--- src/icr_pkg.sv ---
// ----------------------------------------------------------------------------
// icr_pkg: shared types and constants for the imu calibrate-and-rotate block
// fixed-point widths, payload structs, lane control and register indexes
// ----------------------------------------------------------------------------
package icr_pkg;

	// number formats
	localparam int SAMPLE_W  = 20;                 // signed sample / offset width
	localparam int COEF_FRAC = 14;                 // fractional bits of scales and matrix
	localparam int COEF_W    = COEF_FRAC + 2;      // Q2.F scale, Q1.F matrix entry
	localparam int NUM_AXES  = 3;

	// datapath widths
	localparam int DIFF_W       = SAMPLE_W + 1;            // raw - offset, exact
	localparam int SCALE_PROD_W = DIFF_W + COEF_W + 1;     // diff * zero-extended scale
	localparam int CORR_W       = SAMPLE_W + 3;            // corrected sample, scale < 4
	localparam int PROD_W       = COEF_W + CORR_W;         // matrix entry * corrected
	localparam int SUM_W        = PROD_W + 2;              // sum of three products
	localparam int RND_W        = SUM_W - COEF_FRAC;       // rounded row sum

	// configuration port
	localparam int NUM_REGS  = 8;
	localparam int CFG_IDX_W = $clog2(NUM_REGS);
	localparam int CFG_W     = (NUM_AXES * SAMPLE_W > NUM_AXES * COEF_W) ?
		NUM_AXES * SAMPLE_W : NUM_AXES * COEF_W;

	typedef logic signed [SAMPLE_W-1:0] sample_t;
	typedef logic [COEF_W-1:0] coef_t;
	typedef logic [NUM_AXES-1:0][SAMPLE_W-1:0] sample_vec_t;
	typedef logic [NUM_AXES-1:0][COEF_W-1:0] coef_vec_t;
	typedef logic [NUM_AXES-1:0][PROD_W-1:0] prod_col_t;

	localparam coef_t   COEF_ONE   = COEF_W'(1) << COEF_FRAC;
	localparam sample_t SAMPLE_MAX = {1'b0, {(SAMPLE_W-1){1'b1}}};
	localparam sample_t SAMPLE_MIN = ~SAMPLE_MAX;

	typedef enum logic {
		KIND_ACCEL = 1'b0,
		KIND_GYRO  = 1'b1
	} kind_t;

	typedef enum logic [CFG_IDX_W-1:0] {
		REG_ACCEL_OFFSETS = 3'd0,
		REG_ACCEL_SCALES  = 3'd1,
		REG_ACCEL_CAL_EN  = 3'd2,
		REG_GYRO_OFFSETS  = 3'd3,
		REG_GYRO_CAL_EN   = 3'd4,
		REG_ROT_ROW0      = 3'd5,
		REG_ROT_ROW1      = 3'd6,
		REG_ROT_ROW2      = 3'd7
	} cfg_reg_t;

	typedef struct packed {
		kind_t   opcode;
		sample_t raw_x;
		sample_t raw_y;
		sample_t raw_z;
	} sample_in_t;

	typedef struct packed {
		kind_t   kind;
		sample_t body_x;
		sample_t body_y;
		sample_t body_z;
		logic    saturated;
	} result_t;

	// per-request control handed to every lane
	typedef struct packed {
		kind_t kind;
		logic  accel_cal_en;
		logic  gyro_cal_en;
	} lane_ctl_t;

	// per-axis calibration and one matrix column
	typedef struct packed {
		sample_t   accel_off;
		sample_t   gyro_off;
		coef_t     scale;
		coef_vec_t mcol;       // mcol[r] = m[r][lane]
	} lane_cfg_t;

endpackage

--- src/icr_merge.sv ---
// ----------------------------------------------------------------------------
// icr_merge: combines the lane products into body-frame axes
// registered row sums, then round-half-up and saturation
// ----------------------------------------------------------------------------
module icr_merge
	import icr_pkg::*;
(
	input  logic                       clk,
	input  logic                       en,
	input  prod_col_t [NUM_AXES-1:0]   prod,
	output sample_vec_t                body,
	output logic                       sat
);

	localparam logic signed [SUM_W-1:0] SUM_HALF = SUM_W'(1) << (COEF_FRAC - 1);
	localparam logic signed [RND_W-1:0] BODY_MAX = RND_W'(SAMPLE_MAX);
	localparam logic signed [RND_W-1:0] BODY_MIN = RND_W'(SAMPLE_MIN);

	logic [NUM_AXES-1:0][SUM_W-1:0] sum_next;
	logic [NUM_AXES-1:0][SUM_W-1:0] sum_s5;

	// row r adds the r-th product of every lane
	always_comb begin
		logic signed [SUM_W-1:0] acc;
		for (int r = 0; r < NUM_AXES; r++) begin
			acc = '0;
			for (int j = 0; j < NUM_AXES; j++) begin
				acc = acc + SUM_W'($signed(prod[j][r]));
			end
			sum_next[r] = acc;
		end
	end

	always_ff @(posedge clk) begin
		if (en) begin
			sum_s5 <= sum_next;
		end
	end

	always_comb begin
		logic signed [RND_W-1:0] rnd;
		sat = 1'b0;
		for (int r = 0; r < NUM_AXES; r++) begin
			rnd = RND_W'(($signed(sum_s5[r]) + SUM_HALF) >>> COEF_FRAC);
			if (rnd > BODY_MAX) begin
				body[r] = SAMPLE_MAX;
				sat     = 1'b1;
			end else if (rnd < BODY_MIN) begin
				body[r] = SAMPLE_MIN;
				sat     = 1'b1;
			end else begin
				body[r] = rnd[SAMPLE_W-1:0];
			end
		end
	end

endmodule

--- config.mk ---
export PLATFORM = sky130hd
export DESIGN_NAME = icr_merge
export DESIGN_NICKNAME = d
export VERILOG_FILES = /design/src/icr_pkg.sv /design/src/icr_merge.sv
export SDC_FILE = /design/constraint.sdc
export NUM_CORES = 1
export LEC_CHECK = 0
export ABC_AREA = 1
export CORE_ASPECT_RATIO = 1.2
export CORE_MARGIN = 5
export CORE_UTILIZATION = 45
export CTS_CLUSTER_DIAMETER = 30
export DETAILED_ROUTE_END_ITERATION = 7
export DONT_BUFFER_PORTS = 1
export GPL_TIMING_DRIVEN = 1
export HOLD_SLACK_MARGIN = 0.03
export PLACE_DENSITY = 0.67
export SLEW_MARGIN = 20
export SYNTH_ARGS = -nofsm -noshare
export SYNTH_HDL_FRONTEND = slang
export SYNTH_SLANG_ARGS = --single-unit
--- constraint.sdc ---
create_clock -name clk -period 2.82 [get_ports clk]
set_input_delay 0 -clock clk [delete_from_list [all_inputs] [get_ports clk]]
set_output_delay 0 -clock clk [all_outputs]
set_load 0.02 [all_outputs]
; ---- Yosys cells after proc, flatten, opt, wreduce, memory -nomap -nowiden
; Cells that the tools add are included.
[totals]
ff_bits = 123
input_bits = 353
out_inout_bits = 61
word_cells = 30
[classes]
addsub = 9
order_cmp = 6
n_mux = 12
[ops]
columns = op, count
row1 = adder 40 x 39 -> 41 bit, 3
row2 = adder 41 x 15 -> 41 bit (second input constant), 3
row3 = adder 39 x 39 -> 40 bit, 3
row4 = two-way mux 20 bit, 6
row5 = greater-than comparator 27 x 20 -> 1 bit (second input constant), 3
row6 = less-than comparator 27 x 20 -> 1 bit (second input constant), 3
row7 = two-way mux 1 bit, 6

; ---- Depth between registers and ports, before layout
[logic_depth]
depth_word = 8
depth_mapped = 18
ltp_nobuf = 18

; ---- Worst setup path after synthesis
; Ideal clock, no wire load.
[synth_timing]
path_kind = input-to-reg
from = input prod[81] in the netlist's numbering
to = register sum_s5[114] in the netlist's numbering (data pin)
setup_ns = 0.262
t_arrival_ns = 1.932
setup_slack_ns = 0.626
cell_stages = 13
path_buffers = 0
path_cell_list = inv_1 > fa_1 > inv_1 > ha_1 > a21oi_1 > nor2_1 > nor2_1 > nand2_1 > a21oi_1 > inv_1 > a21oi_1 > o21bai_1 > xor2_1
[synth_lines]
columns = element, line
row1 = "start, declared", icr_merge.sv:10  ; input prod_col_t [NUM_AXES-1:0] prod,
row2 = "end signal, assigned", icr_merge.sv:36  ; sum_s5 <= sum_next;
row3 = "end, declared", icr_merge.sv:20  ; logic [NUM_AXES-1:0][SUM_W-1:0] sum_s5;

==> results.yml <==
die:
  die_area_um2: 37500
  row_count: 73
  core_um2: 33200
  fp.dieH_um: 211
  die_w_um: 178
  ioPinCount: 414
  start_util: 0.456
timing:
  worst_slack_ns: 0.202
  max_freq_mhz: 382
  hold_ws_ns: 0.0889
  setup_tns_ns: 0
  fin_crit_sh: 0.928
  tightest_slew_ns: 0.621
  finalCriticalPeriod_ns: 2.62
  relSlewSlack: 0.583
  finalSetupViolations: 0
  drv_slew: 0
  hold_viol_final: 0
final_layout:
  largest_reg_flops: 84
  top_register: "sum_s5"
  final_nets: 2791
  syn2layout_area_growth_pct: 8.33
  num_antenna_cells: 0
  top_regs: "sum_s5 (84)"
  fin_util: 0.494
  drive_gt1_frac: 0.0729
  multi_input_area_um2: 11600
  nFillCells: 3412
  seq_area_um2: 2520
power:
  p_leak_nw: 7.07
  ir_worst_vdd_mv: 0.249
  p_per_area_nw_per_um2: 628
global_routing:
  antenna_found_initial: 0
  grt_pass1_vias: 14500
  grt_max_degree: 85
  track_usage: 0.254
  grt_pass1_wl_mm: 75.6
  grt_overflow: 0
synth:
  synthArstFlopShare: 0
  synth-seq-cells: 84
  syn_area_um2: 15200
  synth-main-ff-cell: "edfxtp_1"
  netlist_instances: 2151
  ys_types: 49
  synth_top_area_frac: 0.166
  synthTopCellsByCount: "nand2_1, nor2_1, inv_1"
  synth_top_area_cell: "edfxtp_1"
  synth_edf_count: 84
  synth_nets: 2738
  yosys_warnings: 0
  syn_area_per_cell_um2: 7.05
  synth.most_common_cell: "nand2_1"
  ys_seq_area_frac: 0.166
  synth_area_leaders: "edfxtp_1, fa_1, nand2_1, ha_1, nor2_1"
clock_tree:
  cts_made_buffers: 9
  cts_tree: "built"
  cts_max_path_buffers: 2
  clockRootBuffer: "clkbuf_16"
  clk_pin_slew_ns: 0.06
  clock-sinks: 84
  ctsHtreeMaxLevel: 3
place:
  gp_congestion: 1.04
  hpwl_mm: 44.4
  dp_slack_ns: 0.0726
  port-buffer-count: 0
outcome:
  status: "finished clean"
worst_hold_path:
  hp-class: "in -> reg"
  min-delay-start: "en"
  holdPathEnd: "sum_s5[38]"
  worstHoldPathCells: 1
worst_setup_path:
  cp-end-kind: "output port"
  worst-setup-path-type: "reg -> out"
  crit_path_start_kind: "flip-flop"
  cp.required_ns: 2.82
  critical_path_arrival_ns: 2.62
  path_max_fanout: 12
detailed_routing:
  firstDrtPassIters: 6
  drc: 0
  viasPerCell: 5.51
  drt-total-wl_mm: 49.3
  ant_nets: 0
  dr_total_vias: 14600
  routedWlPerCell_um: 18.6
  initialDrtViolationCount: 1088
job:
  maxCapViolCount: 0
[cell families (layout without fill, tap and decap cells)]
family / after synthesis / in the layout / share of synthesized area
AND/OR/NAND/NOR: 1039 / 1039 / 0.289
flip-flops: 84 / 84 / 0.166
adder cells (fa/ha/maj): 234 / 234 / 0.249
AO/OA/AOI/OAI: 396 / 396 / 0.153
XOR/XNOR: 122 / 122 / 0.0704
buffers and inverters: 276 / 332 / 0.0712
[through the flow]
stage	cells	power [mW]	cell area, um^2
after global placement	2618	8.79	15900
after detailed placement	2618	8.82	15900
final	2657	10.3	16400
after CTS	2634	10.1	16200
after global routing	2657	11.1	16400
after floorplan	2151	6.88	15200
[power breakdown]
part | internal, mW | switching [mW]
Clock | 0.762 | 0.467
Sequential | 1.98 | 0.444
Combinational | 2.26 | 4.41
[worst max-delay path by stage]
stage / depth (start not counted) / slack [ns] / end / start
floorplan: 13 / 0.63 / sum_s5[114] / prod[81]
global placement: 12 / 0.06 / sum_s5[110] / prod[97]
detailed placement: 12 / 0.07 / sum_s5[110] / prod[97]
CTS: 17 / 0.02 / body[46] / sum_s5[95]
global route: 16 / -0.08 / body[57] / sum_s5[99]
finish: 16 / 0.20 / body[57] / sum_s5[99]
[worst max-delay path: stages (launching register included)]
cell      delay (ns)
edfxtp_1        0.40
nand2_2         0.13
nor2_1          0.14
nand2_1         0.12
nor2_4          0.15
nand2_1         0.07
nand2_1         0.05
nand2_1         0.12
inv_4           0.15
nand2_1         0.06
nor2_1          0.10
nand2_1         0.09
nand2_4         0.09
inv_2           0.08
buf_6           0.16
o21ai_0         0.17
buf_4           0.18
[cell usage in the layout (no fill, tap or decap), types with 69 or more instances in the layout]
cell type / n
nor2_1: 292
a21oi_1: 158
edfxtp_1: 84
ha_1: 119
xor2_1: 69
nand2_1: 527
inv_1: 261
fa_1: 114
nand3_1: 94
o21ai_0: 102
[timing repair]
| action | 4_1_cts | 5_1_grt |
|---|---|---|
| hold endpoints to repair | 84 | 0 |
| hold buffers | 1 | 0 |
| pin swaps | 1 | 4 |
| gates resized for setup | 4 | 21 |
| setup buffers | 1 | 23 |
| setup endpoints to repair | 6 | 21 |
[per-layer routing]
layer	up-vias	part of all wire	global-route usage
met1	6782	0.41	0.313
met3	101	0.058	0.0344
met4	0	0.037	0.0928
met5	-	0	0
met2	572	0.50	0.454
li1	7193	-	-
[final cells by class]
type / count / area share
well taps: 450 / 0.0343
clock inverters: 5 / 0.00480
repair buffers: 52 / 0.0254
clock buffers: 9 / 0.0137
flip-flops and latches: 84 / 0.153
multi-input cells: 1791 / 0.707
inverters: 266 / 0.0610
Note: power is estimated with default switching activity, not from simulation.
