$ cat config.mk
export PLATFORM = sky130hd
export DESIGN_NAME = icr_lane
export DESIGN_NICKNAME = d
export VERILOG_FILES = /design/src/icr_pkg.sv /design/src/icr_lane.sv
export SDC_FILE = /design/constraint.sdc
export NUM_CORES = 2
export LEC_CHECK = 0
export BUFFER_PORTS_ARGS = -buffer_cell sky130_fd_sc_hd__buf_4
export CORE_UTILIZATION = 64
export CTS_CLUSTER_SIZE = 30
export DETAILED_ROUTE_END_ITERATION = 8
export GPL_TIMING_DRIVEN = 0
export PLACE_DENSITY = 0.88
export SYNTH_ARGS = -nofsm -noshare
export SYNTH_HDL_FRONTEND = slang
export SYNTH_SLANG_ARGS = --single-unit
$ cat constraint.sdc
create_clock -name clk -period 8.08 [get_ports clk]
set_clock_uncertainty 0.1 [all_clocks]
set_input_delay 0.404 -clock clk [delete_from_list [all_inputs] [get_ports clk]]
set_output_delay 0.404 -clock clk [all_outputs]
set_load 0.005 [all_outputs]
$ cat src/icr_pkg.sv
// ----------------------------------------------------------------------------
// icr_pkg: shared types and constants for the imu calibrate-and-rotate block
// fixed-point widths, payload structs, lane control and register indexes
// ----------------------------------------------------------------------------
package icr_pkg;

	// number formats
	localparam int SAMPLE_W  = 20;                 // signed sample / offset width
	localparam int COEF_FRAC = 14;                 // fractional bits of scales and matrix
	localparam int COEF_W    = COEF_FRAC + 2;      // Q2.F scale, Q1.F matrix entry
	localparam int NUM_AXES  = 3;

	// datapath widths
	localparam int DIFF_W       = SAMPLE_W + 1;            // raw - offset, exact
	localparam int SCALE_PROD_W = DIFF_W + COEF_W + 1;     // diff * zero-extended scale
	localparam int CORR_W       = SAMPLE_W + 3;            // corrected sample, scale < 4
	localparam int PROD_W       = COEF_W + CORR_W;         // matrix entry * corrected
	localparam int SUM_W        = PROD_W + 2;              // sum of three products
	localparam int RND_W        = SUM_W - COEF_FRAC;       // rounded row sum

	// configuration port
	localparam int NUM_REGS  = 8;
	localparam int CFG_IDX_W = $clog2(NUM_REGS);
	localparam int CFG_W     = (NUM_AXES * SAMPLE_W > NUM_AXES * COEF_W) ?
		NUM_AXES * SAMPLE_W : NUM_AXES * COEF_W;

	typedef logic signed [SAMPLE_W-1:0] sample_t;
	typedef logic [COEF_W-1:0] coef_t;
	typedef logic [NUM_AXES-1:0][SAMPLE_W-1:0] sample_vec_t;
	typedef logic [NUM_AXES-1:0][COEF_W-1:0] coef_vec_t;
	typedef logic [NUM_AXES-1:0][PROD_W-1:0] prod_col_t;

	localparam coef_t   COEF_ONE   = COEF_W'(1) << COEF_FRAC;
	localparam sample_t SAMPLE_MAX = {1'b0, {(SAMPLE_W-1){1'b1}}};
	localparam sample_t SAMPLE_MIN = ~SAMPLE_MAX;

	typedef enum logic {
		KIND_ACCEL = 1'b0,
		KIND_GYRO  = 1'b1
	} kind_t;

	typedef enum logic [CFG_IDX_W-1:0] {
		REG_ACCEL_OFFSETS = 3'd0,
		REG_ACCEL_SCALES  = 3'd1,
		REG_ACCEL_CAL_EN  = 3'd2,
		REG_GYRO_OFFSETS  = 3'd3,
		REG_GYRO_CAL_EN   = 3'd4,
		REG_ROT_ROW0      = 3'd5,
		REG_ROT_ROW1      = 3'd6,
		REG_ROT_ROW2      = 3'd7
	} cfg_reg_t;

	typedef struct packed {
		kind_t   opcode;
		sample_t raw_x;
		sample_t raw_y;
		sample_t raw_z;
	} sample_in_t;

	typedef struct packed {
		kind_t   kind;
		sample_t body_x;
		sample_t body_y;
		sample_t body_z;
		logic    saturated;
	} result_t;

	// per-request control handed to every lane
	typedef struct packed {
		kind_t kind;
		logic  accel_cal_en;
		logic  gyro_cal_en;
	} lane_ctl_t;

	// per-axis calibration and one matrix column
	typedef struct packed {
		sample_t   accel_off;
		sample_t   gyro_off;
		coef_t     scale;
		coef_vec_t mcol;       // mcol[r] = m[r][lane]
	} lane_cfg_t;

endpackage

$ cat src/icr_lane.sv
// ----------------------------------------------------------------------------
// icr_lane: one sensor axis
// offset removal, scaling with rounding, then the products of this axis with
// its matrix column; four pipeline stages
// ----------------------------------------------------------------------------
module icr_lane
	import icr_pkg::*;
(
	input  logic      clk,
	input  logic      en,
	input  lane_ctl_t ctl,
	input  sample_t   raw,
	input  lane_cfg_t cfg,
	output prod_col_t prod
);

	localparam logic signed [COEF_W:0] SCALE_ONE = (COEF_W + 1)'(1) << COEF_FRAC;
	localparam logic signed [SCALE_PROD_W-1:0] SCALE_HALF =
		SCALE_PROD_W'(1) << (COEF_FRAC - 1);

	logic signed [DIFF_W-1:0]       raw_ext;
	logic signed [DIFF_W-1:0]       acc_diff;
	logic signed [DIFF_W-1:0]       gyro_diff;
	logic signed [SCALE_PROD_W-1:0] sprod_rnd;

	logic signed [DIFF_W-1:0]       diff_s1;
	logic signed [COEF_W:0]         scale_s1;
	logic signed [SCALE_PROD_W-1:0] sprod_s2;
	logic signed [CORR_W-1:0]       corr_s3;
	prod_col_t                      prod_s4;

	always_comb begin
		raw_ext   = DIFF_W'(raw);
		acc_diff  = raw_ext - DIFF_W'(cfg.accel_off);
		gyro_diff = raw_ext - DIFF_W'(cfg.gyro_off);
		sprod_rnd = sprod_s2 + SCALE_HALF;
	end

	// uncalibrated paths go through the multiplier at 1.0 and round back exactly
	always_ff @(posedge clk) begin
		if (en) begin
			if (ctl.kind == KIND_ACCEL) begin
				diff_s1  <= ctl.accel_cal_en ? acc_diff : raw_ext;
				scale_s1 <= ctl.accel_cal_en ? {1'b0, cfg.scale} : SCALE_ONE;
			end else begin
				diff_s1  <= ctl.gyro_cal_en ? gyro_diff : raw_ext;
				scale_s1 <= SCALE_ONE;
			end
			sprod_s2 <= diff_s1 * scale_s1;
			corr_s3  <= CORR_W'(sprod_rnd >>> COEF_FRAC);
			for (int r = 0; r < NUM_AXES; r++) begin
				prod_s4[r] <= $signed(cfg.mcol[r]) * corr_s3;
			end
		end
	end

	assign prod = prod_s4;

endmodule

# == Yosys cells after proc, flatten, opt, wreduce, memory -nomap -nowiden ==
# Index checks and enable logic that the tools add are counted.
# Widths: inputs -> output; s select.
# classes
n_bitwise,1
n_reduce_logical,1
n_mul,4
n_addsub,3
n_mux,3
# ops
cell,n
$mul 16x23->39,3
$mux 21,3
$sub 20x20->21,2
$add 37x15->37 const B,1
$mul 21x17->37,1
$reduce_or 2->1,1
$not 1->1,1
# word_totals
ff_bits,214
wordCells,19
output_inout_bits,117

# == Depth between registers and ports, before layout ==
# depth
word_depth,3
ltp_mapped,28

# == Worst setup path after synthesis ==
# Ideal clock, no wire load.
# synth_path
path_type,flip-flop to flip-flop
startpoint,register corr_s3[13]
endpoint,"register prod_s4 (netlist bit prod[37]), data pin"
setup_ns,0.158
path_buffers,3
required_ns,7.822
stages_incl_launch_ff,26
arrival_time_ns,6.317
slack_ns,1.505
path_cell_list,edfxtp_1 > clkbuf_1 > clkbuf_1 > nand2_1 > fa_1 > inv_1 > fa_1 > inv_1 > fa_1 > inv_1 > fa_1 > fa_1 > inv_1 > fa_1 > inv_1 > ha_1 > buf_2 > a21o_1 > a21oi_1 > o211ai_1 > a221oi_1 > o32ai_1 > a221oi_2 > o211ai_1 > a2111o_1 > o211ai_1
# synth_via
elab_chain_cells,1
# synth_lines
element,line,rtl
"start, declared",icr_lane.sv:29,logic signed [CORR_W-1:0] corr_s3;
"start signal, assigned",icr_lane.sv:50,corr_s3 <= CORR_W'(sprod_rnd >>> COEF_FRAC);
$mul 16x23->39,icr_lane.sv:52,prod_s4[r] <= $signed(cfg.mcol[r]) * corr_s3;
"end signal, assigned by index",icr_lane.sv:52,
"end, declared",icr_lane.sv:30,prod_col_t prod_s4;
# No other way between the ends.
# A chain may end at the register's enable or synchronous reset.

# == Worst setup path in the final report ==
# layout_path
startpoint,register corr_s3[8]
endpoint,"register prod_s4 (netlist bit prod[115]), data pin"
# Same word-level chain as after synthesis.

==> results.json <==
{
  "status": "finished with violations",
  "violations": "setup timing",
  "crit_fanout": 10,
  "final-setup-viol-count": 1,
  "root_buffer": "clkbuf_16",
  "rsz0062_at_grt": "false",
  "wl_met1_mm": 56.4,
  "routed_wl_mm": 171,
  "vias_per_cell": 5.75,
  "seq_area_frac_synth": 0.0997,
  "synthTopCellsByArea": "fa_1, inv_1, edfxtp_1",
  "cp.arrival_ps": 8320,
  "place_ws_ps": -719,
  "dr_total_vias": 46400,
  "dr.pass1.iters": 6,
  "syn_nets": 8453,
  "dieArea_um2": 95800,
  "coreArea_um2": 93500,
  "async_flop_share": 0,
  "die_height_um": 309,
  "port_buffers": 243,
  "tritoncts.num_buffers": 27,
  "hold_violations": 0,
  "worstMarginPinSlew_ps": 1350,
  "required_ps": 8320,
  "drv_cap": 0,
  "worst_slack_ps": -7.50,
  "antenna_found_initial": 26,
  "cts_num_sinks": 201,
  "hpwl_mm": 142,
  "ios": 246,
  "drv_slew": 0,
  "fin_crit_ps": 8090,
  "grt_usage": 0.373,
  "synth_edf_count": 201,
  "place.gp.congestion": 1.04,
  "met2_length_mm": 80.5,
  "netlist_area_um2": 60500,
  "initial_utilization": 0.647,
  "row_count": 112,
  "yosysWarningCount": 0,
  "synthDistinctLibCells": 76,
  "nFillCells": 6969,
  "critPathLaunchType": "register",
  "layout-drive-gt1-share": 0.0565,
  "final_cell_mix": "inv_1, fa_1, nand2_1",
  "dr.max_layer_used": "met5",
  "drt-initial-drc-count": 4234,
  "ys.flop_type": "edfxtp_1",
  "worstSetupPathType": "reg2reg",
  "cts_buffer_depth": 3,
  "max-slew-margin-rel": 0.101,
  "critPathCaptureType": "register",
  "clkSlewWorstSetupHoldPaths_ps": 70,
  "synth_top_area_frac": 0.466,
  "wl_met3_mm": 19.0,
  "r2r-start": "corr_s3[8]",
  "grt_pass1_vias": 49900,
  "yosys_register_bits": 201,
  "fmax_mhz": 124,
  "layout_commonest_cell": "inv_1",
  "timing.final.crit_share": 1.00,
  "htree_num_levels": 1,
  "grt_pass1_wl_mm": 268,
  "yosysTopAreaCell": "fa_1",
  "drc": 0,
  "clk_latency_ps": 650,
  "startpoint": "corr_s3[8]",
  "hold_path.startpoint": "raw[0]",
  "nets": 8748,
  "wire_per_inst_um": 21.2,
  "die_w_um": 309,
  "hp-class": "in2reg",
  "ant_nets": 0,
  "grt_overflow_total": 0,
  "grt_max_degree": 88,
  "synth_cells": 6495,
  "synth_area_per_cell_um2": 9.32,
  "cts_tree": "yes",
  "synthToLayoutAreaGrowth_pct": 7.91
}
kinds of logic (layout without fill, tap and decap cells):
family          count (synthesis)  after routing  synth area share
fa+ha+maj                    1829           1829             0.553
buf+inv                      1999           2315             0.124
compound gates                445            445            0.0491
xor+xnor                      205            205            0.0297
other cells                     0             16                 0
simple gates                 1805           1805             0.143
flops                         201            201            0.0997
mux                            11             11           0.00184
synth_stat cells, types with 10 or more instances:
cell type / count
a211oi_1: 26
a21o_1: 56
a21oi_1: 124
a31oi_1: 14
and2_1: 569
and3_1: 19
buf_1: 15
clkbuf_1: 265
edfxtp_1: 201
fa_1: 1410
ha_1: 419
inv_1: 1714
mux2i_1: 10
nand2_1: 895
nand2b_1: 34
nand3_1: 41
nand4_1: 19
nor2_1: 143
nor2b_1: 27
nor3_1: 28
o211ai_1: 12
o21a_1: 22
o21ai_0: 76
o21ai_1: 11
o21bai_1: 18
xnor2_1: 155
xor2_1: 50
layout make-up:
class,instances,area (um2),area share
multi-input cells,4295,47000,0.720
inverters,1717,6440,0.0987
flip-flops and latches,201,6040,0.0924
repair buffers,273,2160,0.0331
well taps,1254,1570,0.0240
plain buffers,275,1110,0.0170
clock buffers,27,676,0.0103
clock inverters,23,243,0.00372
diodes,16,40.0,0.000613
worst max-delay path, cell delays in order (launching register included):
cell	delay (ps)
edfxtp_1	450
buf_2	450
clkbuf_2	430
nand2_1	130
fa_1	480
fa_1	500
fa_1	550
inv_1	60
fa_1	500
fa_1	490
inv_1	50
fa_1	470
inv_1	40
ha_1	370
a21o_1	200
a21oi_1	160
nor2b_1	90
o31a_1	260
o311ai_2	510
o21ai_1	260
a21o_1	280
nor2_1	340
o21ai_0	310
xor2_2	270
stage by stage:
| step | cells | hold WS [ps] | util | area (um2) | setup TNS, ps |
|---|---|---|---|---|---|
| after floorplan | 6495 | 416 | - | 60500 | 0 |
| after global placement | 7992 | 460 | 0.684 | 63900 | -5650 |
| after detailed placement | 7994 | 468 | 0.684 | 64000 | -7440 |
| after CTS | 8064 | 7.63 | 0.697 | 65200 | 0 |
| after global routing | 8070 | 31.3 | 0.698 | 65300 | 0 |
| final | 8081 | 28.6 | 0.699 | 65300 | -7.50 |
timing repair:
action                                  in CTS  in global routing
endpoints found under the setup margin      29                 23
setup buffers                                9                  2
hold buffers                                17                  0
resized for setup                           27                 70
pin swaps                                    0                  1
hold endpoints to repair                    17                  0
registers in the layout, indices dropped and copies added (netlist names):
signal / count
prod: 117
sprod_s2: 24
corr_s3: 23
diff_s1: 21
scale_s1: 16
layer usage:
layer  track usage  vias to the layer above
li1              -                    19600
met1         0.431                    23100
met2         0.616                     2823
met3        0.0917                      875
met4         0.251                       18
met5             0                        -
worst paths after layout:
| check | depth (start not counted) | end | slack, ps |
|---|---|---|---|
| worst max-delay path | 23 | prod[115] | -7 |
| worst min register to register | 1 | corr_s3[7] | 500 |
| worst max register to register | 23 | prod[115] | -7 |
| worst min-delay path | 3 | diff_s1[0] | 30 |
Power is left out: the tool's default activity adds up to more than one toggle a clock period on the data nets, which glitch-free logic cannot reach.
